`src/rtl/md5_pkg.sv`:
```
// ----------------------------------------------------------------------------
// md5_pkg
// Shared types, constants and helper functions for the MD5 stream hasher.
// ----------------------------------------------------------------------------
package md5_pkg;

    typedef logic [15:0][31:0] md5_block_t;
    typedef logic [3:0][31:0]  md5_words4_t;

    typedef struct packed {
        logic start;   // load working words from chain, run 64 rounds
        logic init;    // chain back to the initial values
    } md5_core_ctrl_t;

    typedef struct packed {
        logic busy;
        logic done;    // fold into chain happens at this edge
    } md5_core_stat_t;

    localparam md5_words4_t MD5_IV = {32'h10325476, 32'h98badcfe,
                                      32'hefcdab89, 32'h67452301};

    localparam logic [7:0] PAD_BYTE = 8'h80;
    localparam logic [5:0] LAST_POS = 6'h3f;
    localparam logic [5:0] LEN_POS  = 6'd56;
    localparam logic [5:0] LAST_ROUND = 6'd63;

    localparam logic [31:0] K_TABLE [64] = '{
        32'hd76aa478, 32'he8c7b756, 32'h242070db, 32'hc1bdceee,
        32'hf57c0faf, 32'h4787c62a, 32'ha8304613, 32'hfd469501,
        32'h698098d8, 32'h8b44f7af, 32'hffff5bb1, 32'h895cd7be,
        32'h6b901122, 32'hfd987193, 32'ha679438e, 32'h49b40821,
        32'hf61e2562, 32'hc040b340, 32'h265e5a51, 32'he9b6c7aa,
        32'hd62f105d, 32'h02441453, 32'hd8a1e681, 32'he7d3fbc8,
        32'h21e1cde6, 32'hc33707d6, 32'hf4d50d87, 32'h455a14ed,
        32'ha9e3e905, 32'hfcefa3f8, 32'h676f02d9, 32'h8d2a4c8a,
        32'hfffa3942, 32'h8771f681, 32'h6d9d6122, 32'hfde5380c,
        32'ha4beea44, 32'h4bdecfa9, 32'hf6bb4b60, 32'hbebfbc70,
        32'h289b7ec6, 32'heaa127fa, 32'hd4ef3085, 32'h04881d05,
        32'hd9d4d039, 32'he6db99e5, 32'h1fa27cf8, 32'hc4ac5665,
        32'hf4292244, 32'h432aff97, 32'hab9423a7, 32'hfc93a039,
        32'h655b59c3, 32'h8f0ccc92, 32'hffeff47d, 32'h85845dd1,
        32'h6fa87e4f, 32'hfe2ce6e0, 32'ha3014314, 32'h4e0811a1,
        32'hf7537e82, 32'hbd3af235, 32'h2ad7d2bb, 32'heb86d391
    };

    localparam logic [4:0] ROT_TABLE [16] = '{
        5'd7, 5'd12, 5'd17, 5'd22, 5'd5, 5'd9, 5'd14, 5'd20,
        5'd4, 5'd11, 5'd16, 5'd23, 5'd6, 5'd10, 5'd15, 5'd21
    };

    // message word used by a given round
    function automatic logic [3:0] msg_index(input logic [5:0] round);
        logic [3:0] i4;
        logic [3:0] g;
        i4 = round[3:0];
        unique case (round[5:4])
            2'd0:    g = i4;
            2'd1:    g = 4'(5 * i4 + 1);
            2'd2:    g = 4'(3 * i4 + 5);
            default: g = 4'(7 * i4);
        endcase
        return g;
    endfunction

    function automatic logic [31:0] rotl32(input logic [31:0] x, input logic [4:0] s);
        logic [63:0] dbl;
        dbl = {x, x} << s;
        return dbl[63:32];
    endfunction

    function automatic logic [31:0] swap32(input logic [31:0] v);
        return {v[7:0], v[15:8], v[23:16], v[31:24]};
    endfunction

endpackage

```
`src/rtl/md5_round.sv`:
```
// ----------------------------------------------------------------------------
// md5_round
// Shared MD5 round datapath: the four-operand sum of one round and the
// rotate-and-add that produces the new b word.
// ----------------------------------------------------------------------------
module md5_round (
    input  logic [5:0]  round,
    input  logic [31:0] a,
    input  logic [31:0] b,
    input  logic [31:0] c,
    input  logic [31:0] d,
    input  logic [31:0] m,
    input  logic [31:0] t,      // registered sum from the previous half-step
    output logic [31:0] sum,
    output logic [31:0] new_b
);

    logic [31:0] f;
    logic [4:0]  shamt;

    always_comb
    begin
        unique case (round[5:4])
            2'd0:    f = d ^ (b & (c ^ d));
            2'd1:    f = c ^ (d & (b ^ c));
            2'd2:    f = b ^ c ^ d;
            default: f = c ^ (b | ~d);
        endcase
    end

    assign sum   = a + f + m + md5_pkg::K_TABLE[round];
    assign shamt = md5_pkg::ROT_TABLE[{round[5:4], round[1:0]}];
    assign new_b = b + md5_pkg::rotl32(t, shamt);

endmodule

```
`src/rtl/md5_core.sv`:
```
// ----------------------------------------------------------------------------
// md5_core
// Compression sequencer: holds the chaining words, runs 64 rounds through
// the shared round unit (sum step, rotate step), then folds into the chain.
// ----------------------------------------------------------------------------
module md5_core (
    input  logic                    clk,
    input  logic                    rst_n,
    input  md5_pkg::md5_core_ctrl_t ctrl,
    input  md5_pkg::md5_block_t     block,
    output md5_pkg::md5_core_stat_t stat,
    output md5_pkg::md5_words4_t    chain
);

    localparam logic [1:0] PH_IDLE = 2'd0;
    localparam logic [1:0] PH_SUM  = 2'd1;
    localparam logic [1:0] PH_ROT  = 2'd2;
    localparam logic [1:0] PH_FOLD = 2'd3;

    logic [1:0]  phase_reg, phase_next;
    logic [5:0]  round_reg, round_next;
    logic [31:0] a_reg, b_reg, c_reg, d_reg, t_reg;
    md5_pkg::md5_words4_t chain_reg, chain_next;

    logic [31:0] m_word;
    logic [31:0] sum;
    logic [31:0] new_b;

    assign m_word = block[md5_pkg::msg_index(round_reg)];

    md5_round u_round (
        .round (round_reg),
        .a     (a_reg),
        .b     (b_reg),
        .c     (c_reg),
        .d     (d_reg),
        .m     (m_word),
        .t     (t_reg),
        .sum   (sum),
        .new_b (new_b)
    );

    always_comb
    begin
        phase_next = phase_reg;
        round_next = round_reg;
        chain_next = chain_reg;
        unique case (phase_reg)
            PH_IDLE:
            begin
                if (ctrl.start)
                begin
                    phase_next = PH_SUM;
                    round_next = '0;
                end
            end
            PH_SUM:
            begin
                phase_next = PH_ROT;
            end
            PH_ROT:
            begin
                if (round_reg == md5_pkg::LAST_ROUND)
                begin
                    phase_next = PH_FOLD;
                end
                else
                begin
                    phase_next = PH_SUM;
                    round_next = round_reg + 6'd1;
                end
            end
            PH_FOLD:
            begin
                phase_next    = PH_IDLE;
                chain_next[0] = chain_reg[0] + a_reg;
                chain_next[1] = chain_reg[1] + b_reg;
                chain_next[2] = chain_reg[2] + c_reg;
                chain_next[3] = chain_reg[3] + d_reg;
            end
            default:
            begin
                phase_next = PH_IDLE;
            end
        endcase
        if (ctrl.init)
        begin
            chain_next = md5_pkg::MD5_IV;
        end
    end

    always_ff @(posedge clk or negedge rst_n)
    begin
        if (!rst_n)
        begin
            phase_reg <= PH_IDLE;
            round_reg <= '0;
            chain_reg <= md5_pkg::MD5_IV;
        end
        else
        begin
            phase_reg <= phase_next;
            round_reg <= round_next;
            chain_reg <= chain_next;
        end
    end

    // working words: no reset needed
    always_ff @(posedge clk)
    begin
        if (phase_reg == PH_IDLE && ctrl.start)
        begin
            a_reg <= chain_reg[0];
            b_reg <= chain_reg[1];
            c_reg <= chain_reg[2];
            d_reg <= chain_reg[3];
        end
        else if (phase_reg == PH_SUM)
        begin
            t_reg <= sum;
        end
        else if (phase_reg == PH_ROT)
        begin
            a_reg <= d_reg;
            d_reg <= c_reg;
            c_reg <= b_reg;
            b_reg <= new_b;
        end
    end

    assign stat.busy = (phase_reg != PH_IDLE);
    assign stat.done = (phase_reg == PH_FOLD);
    assign chain     = chain_reg;

endmodule

```
`src/rtl/md5_stream_hash.sv`:
```
// ----------------------------------------------------------------------------
// md5_stream_hash
// MD5 digest of a byte stream, one optional byte per input transaction.
// ----------------------------------------------------------------------------
// The 64th byte of a block starts a compression: the single round unit runs
// each of the 64 rounds as a sum step and a rotate step, then folds into
// the chain, with tready held low throughout. An end-of-message transaction
// adds a padding step and one compression, or two compressions with a
// length-clearing step between them when fewer than 9 bytes of the block
// remain, then loads the digest into the output register (later while an
// earlier digest still waits there). Input is taken again while that digest
// waits.
module md5_stream_hash (
    input  logic         clk,
    input  logic         rst_n,
    input  logic         s_axis_tvalid,
    output logic         s_axis_tready,
    input  logic [7:0]   s_axis_tdata,   // [7:0] data_byte
    input  logic         s_axis_tuser,   // [0] has_byte
    input  logic         s_axis_tlast,   // end_of_message
    output logic         m_axis_tvalid,
    input  logic         m_axis_tready,
    output logic [127:0] m_axis_tdata    // [63:0] digest_first_half,
                                         // [127:64] digest_second_half
);

    localparam logic [2:0] ST_IDLE = 3'd0;
    localparam logic [2:0] ST_PAD  = 3'd1;
    localparam logic [2:0] ST_COMP = 3'd2;
    localparam logic [2:0] ST_LEN  = 3'd3;
    localparam logic [2:0] ST_OUT  = 3'd4;

    logic [2:0]  state_reg, state_next;
    logic [2:0]  after_reg, after_next;   // where to go once compression ends
    logic [63:0] bit_count_reg, bit_count_next;
    md5_pkg::md5_block_t block_reg, block_next;
    logic        out_valid_reg, out_valid_next;
    logic [127:0] out_data_reg;

    md5_pkg::md5_core_ctrl_t core_ctrl;
    md5_pkg::md5_core_stat_t core_stat;
    md5_pkg::md5_words4_t    chain;

    logic       in_accept;
    logic       out_free;
    logic       out_load;
    logic [5:0] pos;
    logic [3:0] word_idx;
    logic [1:0] lane_idx;

    assign s_axis_tready = (state_reg == ST_IDLE);
    assign in_accept     = s_axis_tvalid && s_axis_tready;
    assign pos           = bit_count_reg[8:3];
    assign word_idx      = pos[5:2];
    assign lane_idx      = pos[1:0];
    assign out_free      = !out_valid_reg || m_axis_tready;
    assign out_load      = (state_reg == ST_OUT) && out_free;

    md5_core u_core (
        .clk   (clk),
        .rst_n (rst_n),
        .ctrl  (core_ctrl),
        .block (block_reg),
        .stat  (core_stat),
        .chain (chain)
    );

    always_comb
    begin
        state_next     = state_reg;
        after_next     = after_reg;
        bit_count_next = bit_count_reg;
        block_next     = block_reg;
        core_ctrl      = '0;
        unique case (state_reg)
            ST_IDLE:
            begin
                if (in_accept)
                begin
                    if (s_axis_tuser)
                    begin
                        block_next[word_idx][{lane_idx, 3'b000} +: 8] = s_axis_tdata;
                        bit_count_next = bit_count_reg + 64'd8;
                    end
                    if (s_axis_tuser && pos == md5_pkg::LAST_POS)
                    begin
                        core_ctrl.start = 1'b1;
                        state_next      = ST_COMP;
                        after_next      = s_axis_tlast ? ST_PAD : ST_IDLE;
                    end
                    else if (s_axis_tlast)
                    begin
                        state_next = ST_PAD;
                    end
                end
            end
            ST_PAD:
            begin
                // 0x80 at the current byte, zeros above it
                for (int j = 0; j < 16; j++)
                begin
                    for (int l = 0; l < 4; l++)
                    begin
                        if (4'(j) > word_idx)
                        begin
                            block_next[j][8*l +: 8] = '0;
                        end
                        else if (4'(j) == word_idx)
                        begin
                            if (2'(l) > lane_idx)
                            begin
                                block_next[j][8*l +: 8] = '0;
                            end
                            else if (2'(l) == lane_idx)
                            begin
                                block_next[j][8*l +: 8] = md5_pkg::PAD_BYTE;
                            end
                        end
                    end
                end
                core_ctrl.start = 1'b1;
                state_next      = ST_COMP;
                if (pos >= md5_pkg::LEN_POS)
                begin
                    after_next = ST_LEN;
                end
                else
                begin
                    block_next[14] = bit_count_reg[31:0];
                    block_next[15] = bit_count_reg[63:32];
                    after_next     = ST_OUT;
                end
            end
            ST_COMP:
            begin
                if (core_stat.done)
                begin
                    state_next = after_reg;
                end
            end
            ST_LEN:
            begin
                block_next      = '0;
                block_next[14]  = bit_count_reg[31:0];
                block_next[15]  = bit_count_reg[63:32];
                core_ctrl.start = 1'b1;
                state_next      = ST_COMP;
                after_next      = ST_OUT;
            end
            ST_OUT:
            begin
                if (out_free)
                begin
                    core_ctrl.init = 1'b1;
                    bit_count_next = '0;
                    state_next     = ST_IDLE;
                end
            end
            default:
            begin
                state_next = ST_IDLE;
            end
        endcase
    end

    always_comb
    begin
        out_valid_next = out_valid_reg;
        if (m_axis_tready)
        begin
            out_valid_next = 1'b0;
        end
        if (out_load)
        begin
            out_valid_next = 1'b1;
        end
    end

    always_ff @(posedge clk or negedge rst_n)
    begin
        if (!rst_n)
        begin
            state_reg     <= ST_IDLE;
            after_reg     <= ST_IDLE;
            bit_count_reg <= '0;
            out_valid_reg <= 1'b0;
        end
        else
        begin
            state_reg     <= state_next;
            after_reg     <= after_next;
            bit_count_reg <= bit_count_next;
            out_valid_reg <= out_valid_next;
        end
    end

    always_ff @(posedge clk)
    begin
        block_reg <= block_next;
        if (out_load)
        begin
            out_data_reg <= {md5_pkg::swap32(chain[2]), md5_pkg::swap32(chain[3]),
                             md5_pkg::swap32(chain[0]), md5_pkg::swap32(chain[1])};
        end
    end

    assign m_axis_tvalid = out_valid_reg;
    assign m_axis_tdata  = out_data_reg;

    // no input taken while the round unit is working
    assert property (@(posedge clk) disable iff (!rst_n)
        core_stat.busy |-> !s_axis_tready)
        else $error("input accepted during compression");

    // the core only finishes while the sequencer is waiting for it
    assert property (@(posedge clk) disable iff (!rst_n)
        core_stat.done |-> state_reg == ST_COMP)
        else $error("compression ended outside ST_COMP");

    // emitting a digest re-initialises the message length
    assert property (@(posedge clk) disable iff (!rst_n)
        out_load |=> (bit_count_reg == 64'd0 && m_axis_tvalid))
        else $error("state not re-initialised after digest");

endmodule

```
`config.mk`:
```
export PLATFORM = sky130hd
export DESIGN_NAME = md5_stream_hash
export DESIGN_NICKNAME = d
export VERILOG_FILES = /design/src/rtl/md5_pkg.sv /design/src/rtl/md5_round.sv /design/src/rtl/md5_core.sv /design/src/rtl/md5_stream_hash.sv
export SDC_FILE = /design/constraint.sdc
export NUM_CORES = 2
export LEC_CHECK = 0
export ABC_AREA = 0
export BUFFER_PORTS_ARGS = -buffer_cell sky130_fd_sc_hd__buf_2
export CORE_MARGIN = 2
export CORE_UTILIZATION = 30
export DETAILED_ROUTE_END_ITERATION = 8
export SYNTH_ARGS = -nofsm -noshare
export SYNTH_HDL_FRONTEND = slang
export SYNTH_HIERARCHICAL = 1
export SYNTH_SLANG_ARGS = --single-unit
```
`constraint.sdc`:
```
create_clock -name clk -period 18 [get_ports clk]
set_input_delay 0 -clock clk [delete_from_list [all_inputs] [get_ports clk]]
set_output_delay 0 -clock clk [all_outputs]
set_load 0.05 [all_outputs]
```
==> run_results.csv <==
group,metric,value,unit
status,run_status,"completed",
clocking,post_cts_resized,0,
grt,grt_max_degree,151,
finish,largest_reg_flops,512,
grt,grt_pass1_wl,337000,um
setup_path,regToRegSetupSlack,10.00,ns
floorplan,dieArea,220000,um^2
synthesis,ys.flop_type,"edfxtp_1",
grt,globalRouteOverflowTotal,0,
clocking,cts_hold_buf,16,
synthesis,netlist_instances,6377,
floorplan,io-pin-count,144,
setup_path,start_kind,"flop",
setup_path,endpoint_kind,"flop",
synthesis,yosysSeqAreaShare,0.450,
power,power.leakage,27.5,nW
finish,post-route-util,0.337,
synthesis,ys_seq_elements,1004,
drt,post_drt_wl_per_cell,24.8,um
synthesis,synthTopCellsByArea,"edfxtp_1, dfrtp_1, mux4_2, a21oi_1, nand2_1",
synthesis,synth_common_cells,"edfxtp_1, nand2_1, a21oi_1",
floorplan,dieHeight,469,um
sta,fmax,125,MHz
setup_path,required,18.49,ns
drt,vias,53400,
floorplan,rows,170,
setup_path,crit_fanout,102,
place,port_buffers,143,
synthesis,synth_warnings,6,
sta,period_needed,8.00,ns
run,drv_cap,0,
finish,finalNetCount,6600,
setup_path,crit_path_cell_trace,"buf_4, ha_1, inv_1, a31oi_1, o22ai_4, buf_4, buf_12, mux4_2, mux2i_1, a21oi_1, fa_1, inv_1, fa_1, inv_1, ha_1, a21o_1, o32ai_1, a21oi_1, a21oi_1, o311ai_1, nor3_1, o21ba_2, o21bai_1, xor2_1",
clocking,cts_buffer_depth,3,
setup_path,cp.arrival,8.49,ns
synthesis,synth_nets,6678,
clocking,cts_root_buf,"clkbuf_16",
setup_path,critPathTopFamily,"compound AO/OA/AOI/OAI gates",
grt,track_usage,0.199,
sta,rsz0062_at_grt,"false",
power,ir_worst_vdd,0.0944,mV
synthesis,synthDistinctLibCells,102,
synthesis,avgSynthCellArea,10.2,um^2
drt,wirelength,229000,um
power,power.density,130,nW/um^2
clocking,postCtsSetupBuffers,0,
sta,maxSlewViolCount,0,
setup_path,cp_num_buf_inv,6,
place,hpwl,165000,um
synthesis,synth_top_area_frac,0.370,
drt,ant_nets,0,
drt,first_pass_iters,6,
setup_path,crit_slowest_cell,"mux4_2",
sta,fin_skew,0.0493,ns
sta,setup_viol,0,
sta,hold_slack,0.152,ns
finish,final_cells,9238,
clocking,cts_buffers,109,
sta,worst_slew_pin_slew,1.28,ns
finish,drive_gt1_frac,0.130,
floorplan,initial_core_util,0.302,
clocking,clk_pin_slew_worst_paths,0.06,ns
sta,maxSlewHeadroom,0.149,
setup_path,cpPeakStageDelay,0.64,ns
place,post_dp_cell_area,68300,um^2
setup_path,regToRegEndpoint,"u_core/t_reg[29]$_DFFE_PP_",
setup_path,setup.worst_path.class,"reg2reg",
finish,design_area,72300,um^2
finish,area_delta_synth_final,11.3,%
clocking,cts.sinks,1004,
setup_path,path_depth,24,
synthesis,yosysMostFrequentCell,"edfxtp_1",
clocking,tritoncts,"built",
synthesis,synth_area,64900,um^2
floorplan,die_width,469,um
sta,fin_setup_tns,0,ns
synthesis,synth_top_area_cell,"edfxtp_1",
grt,antenna_found_initial,20,
setup_path,regToRegStartpoint,"u_core/round_reg[0]$_DFFE_PN0P_",
drt,drtIter0Drc,6510,
place,gp_congestion,0.939,
sta,hold_viol,0,
synthesis,synth_edf_count,800,
sta,post-route-period-util,0.444,
grt,first_global_vias,50500,
place,dp.cells,9009,
clocking,insertion_delay,0.79,ns
floorplan,core,215000,um^2
setup_path,r2r_cells,24,
clocking,cts-htree-levels,3,
drt,drcViolationCount,0,
drt,vias_per_cell,5.78,
min_path,min_path_type,"in2async",
synthesis,async_flop_share,0.203,
through the flow:
| stage | setup slack, ns | power, W |
|---|---|---|
| 6_report | 10.00 | 0.00940 |
| 5_1_grt | 9.55 | 0.00982 |
| 4_1_cts | 10.01 | 0.00936 |
| 3_5_place_dp | 10.09 | 0.00696 |
| 3_3_place_gp | 10.21 | 0.00688 |
| 2_1_floorplan | 9.71 | 0.00589 |
worst max path at each step:
| stage | from | end | slack, ns |
|---|---|---|---|
| CTS | u_core/round_reg[0]$_DFFE_PN0P_ | u_core/t_reg[29]$_DFFE_PP_ | 10.01 |
| global placement | u_core/round_reg[0]$_DFFE_PN0P_ | u_core/t_reg[29]$_DFFE_PP_ | 10.21 |
| floorplan | bit_count_reg[7]$_DFFE_PN0P_ | u_core/round_reg[5]$_DFFE_PN0P_ | 9.71 |
| finish | u_core/round_reg[0]$_DFFE_PN0P_ | u_core/t_reg[29]$_DFFE_PP_ | 10.00 |
| detailed placement | u_core/round_reg[0]$_DFFE_PN0P_ | u_core/t_reg[29]$_DFFE_PP_ | 10.09 |
| global route | u_core/round_reg[0]$_DFFE_PN0P_ | u_core/t_reg[30]$_DFFE_PP_ | 9.55 |
cell type report:
class / instances / area (um^2)
antenna: 7 / 17.5
clock buffer: 135 / 2850
clock inverter: 70 / 913
fill: 21700 / 143000
inverter: 254 / 957
multi-input combinational: 4696 / 33300
sequential: 1004 / 29200
tap: 2838 / 3550
timing repair buffer: 234 / 1530
cells in the final DEF, fill, tap and decap left out, types with 53 or more instances in the layout:
| master | Yosys | routed |
|---|---|---|
| mux4_2 | 145 | 144 |
| fa_1 | 69 | 69 |
| buf_2 | 56 | 143 |
| o211ai_1 | 63 | 63 |
| xnor2_1 | 121 | 120 |
| dfrtp_1 | 140 | 136 |
| o21ai_0 | 386 | 386 |
| edfxtp_1 | 800 | 800 |
| ha_1 | 218 | 216 |
| clkbuf_16 | 0 | 109 |
| mux2_2 | 164 | 164 |
| o22a_1 | 98 | 98 |
| nand3_1 | 300 | 300 |
| nor2b_1 | 61 | 59 |
| inv_1 | 250 | 248 |
| xor2_1 | 93 | 93 |
| a21o_1 | 109 | 109 |
| nand2_1 | 749 | 748 |
| nor3_1 | 71 | 70 |
| buf_4 | 2 | 69 |
| and2_1 | 53 | 53 |
| nor2_1 | 366 | 359 |
| a21oi_1 | 638 | 636 |
| a31oi_1 | 106 | 106 |
| dfstp_2 | 64 | 64 |
| a211oi_1 | 98 | 97 |
| mux2i_1 | 157 | 155 |
cells by family after synthesis:
| family | count (synthesis) | share of synthesized area |
|---|---|---|
| adders and majority gates | 318 | 0.0681 |
| xor gates and xnor gates | 215 | 0.0293 |
| muxes | 467 | 0.103 |
| buffers and inverters | 677 | 0.0408 |
| AOI/OAI and AO/OA | 1831 | 0.176 |
| DFF | 1004 | 0.450 |
| and+or+nand+nor | 1865 | 0.133 |
layer usage:
layer  vias to the layer above  global-route usage  share of wire
met3                       557              0.0396          0.090
met5                         -                   0        0.00053
li1                      23700                   -              -
met1                     26400               0.264           0.41
met2                      2658               0.315           0.45
met4                        20              0.0847          0.048
power by group:
part	switching (W)	total (W)	leakage [nW]	internal, W
Combinational	0.00210	0.00327	15.2	0.00117
Clock	0.00103	0.00239	1.79	0.00136
Sequential	0.000347	0.00374	10.6	0.00340
(Power assumes the default switching activity.)
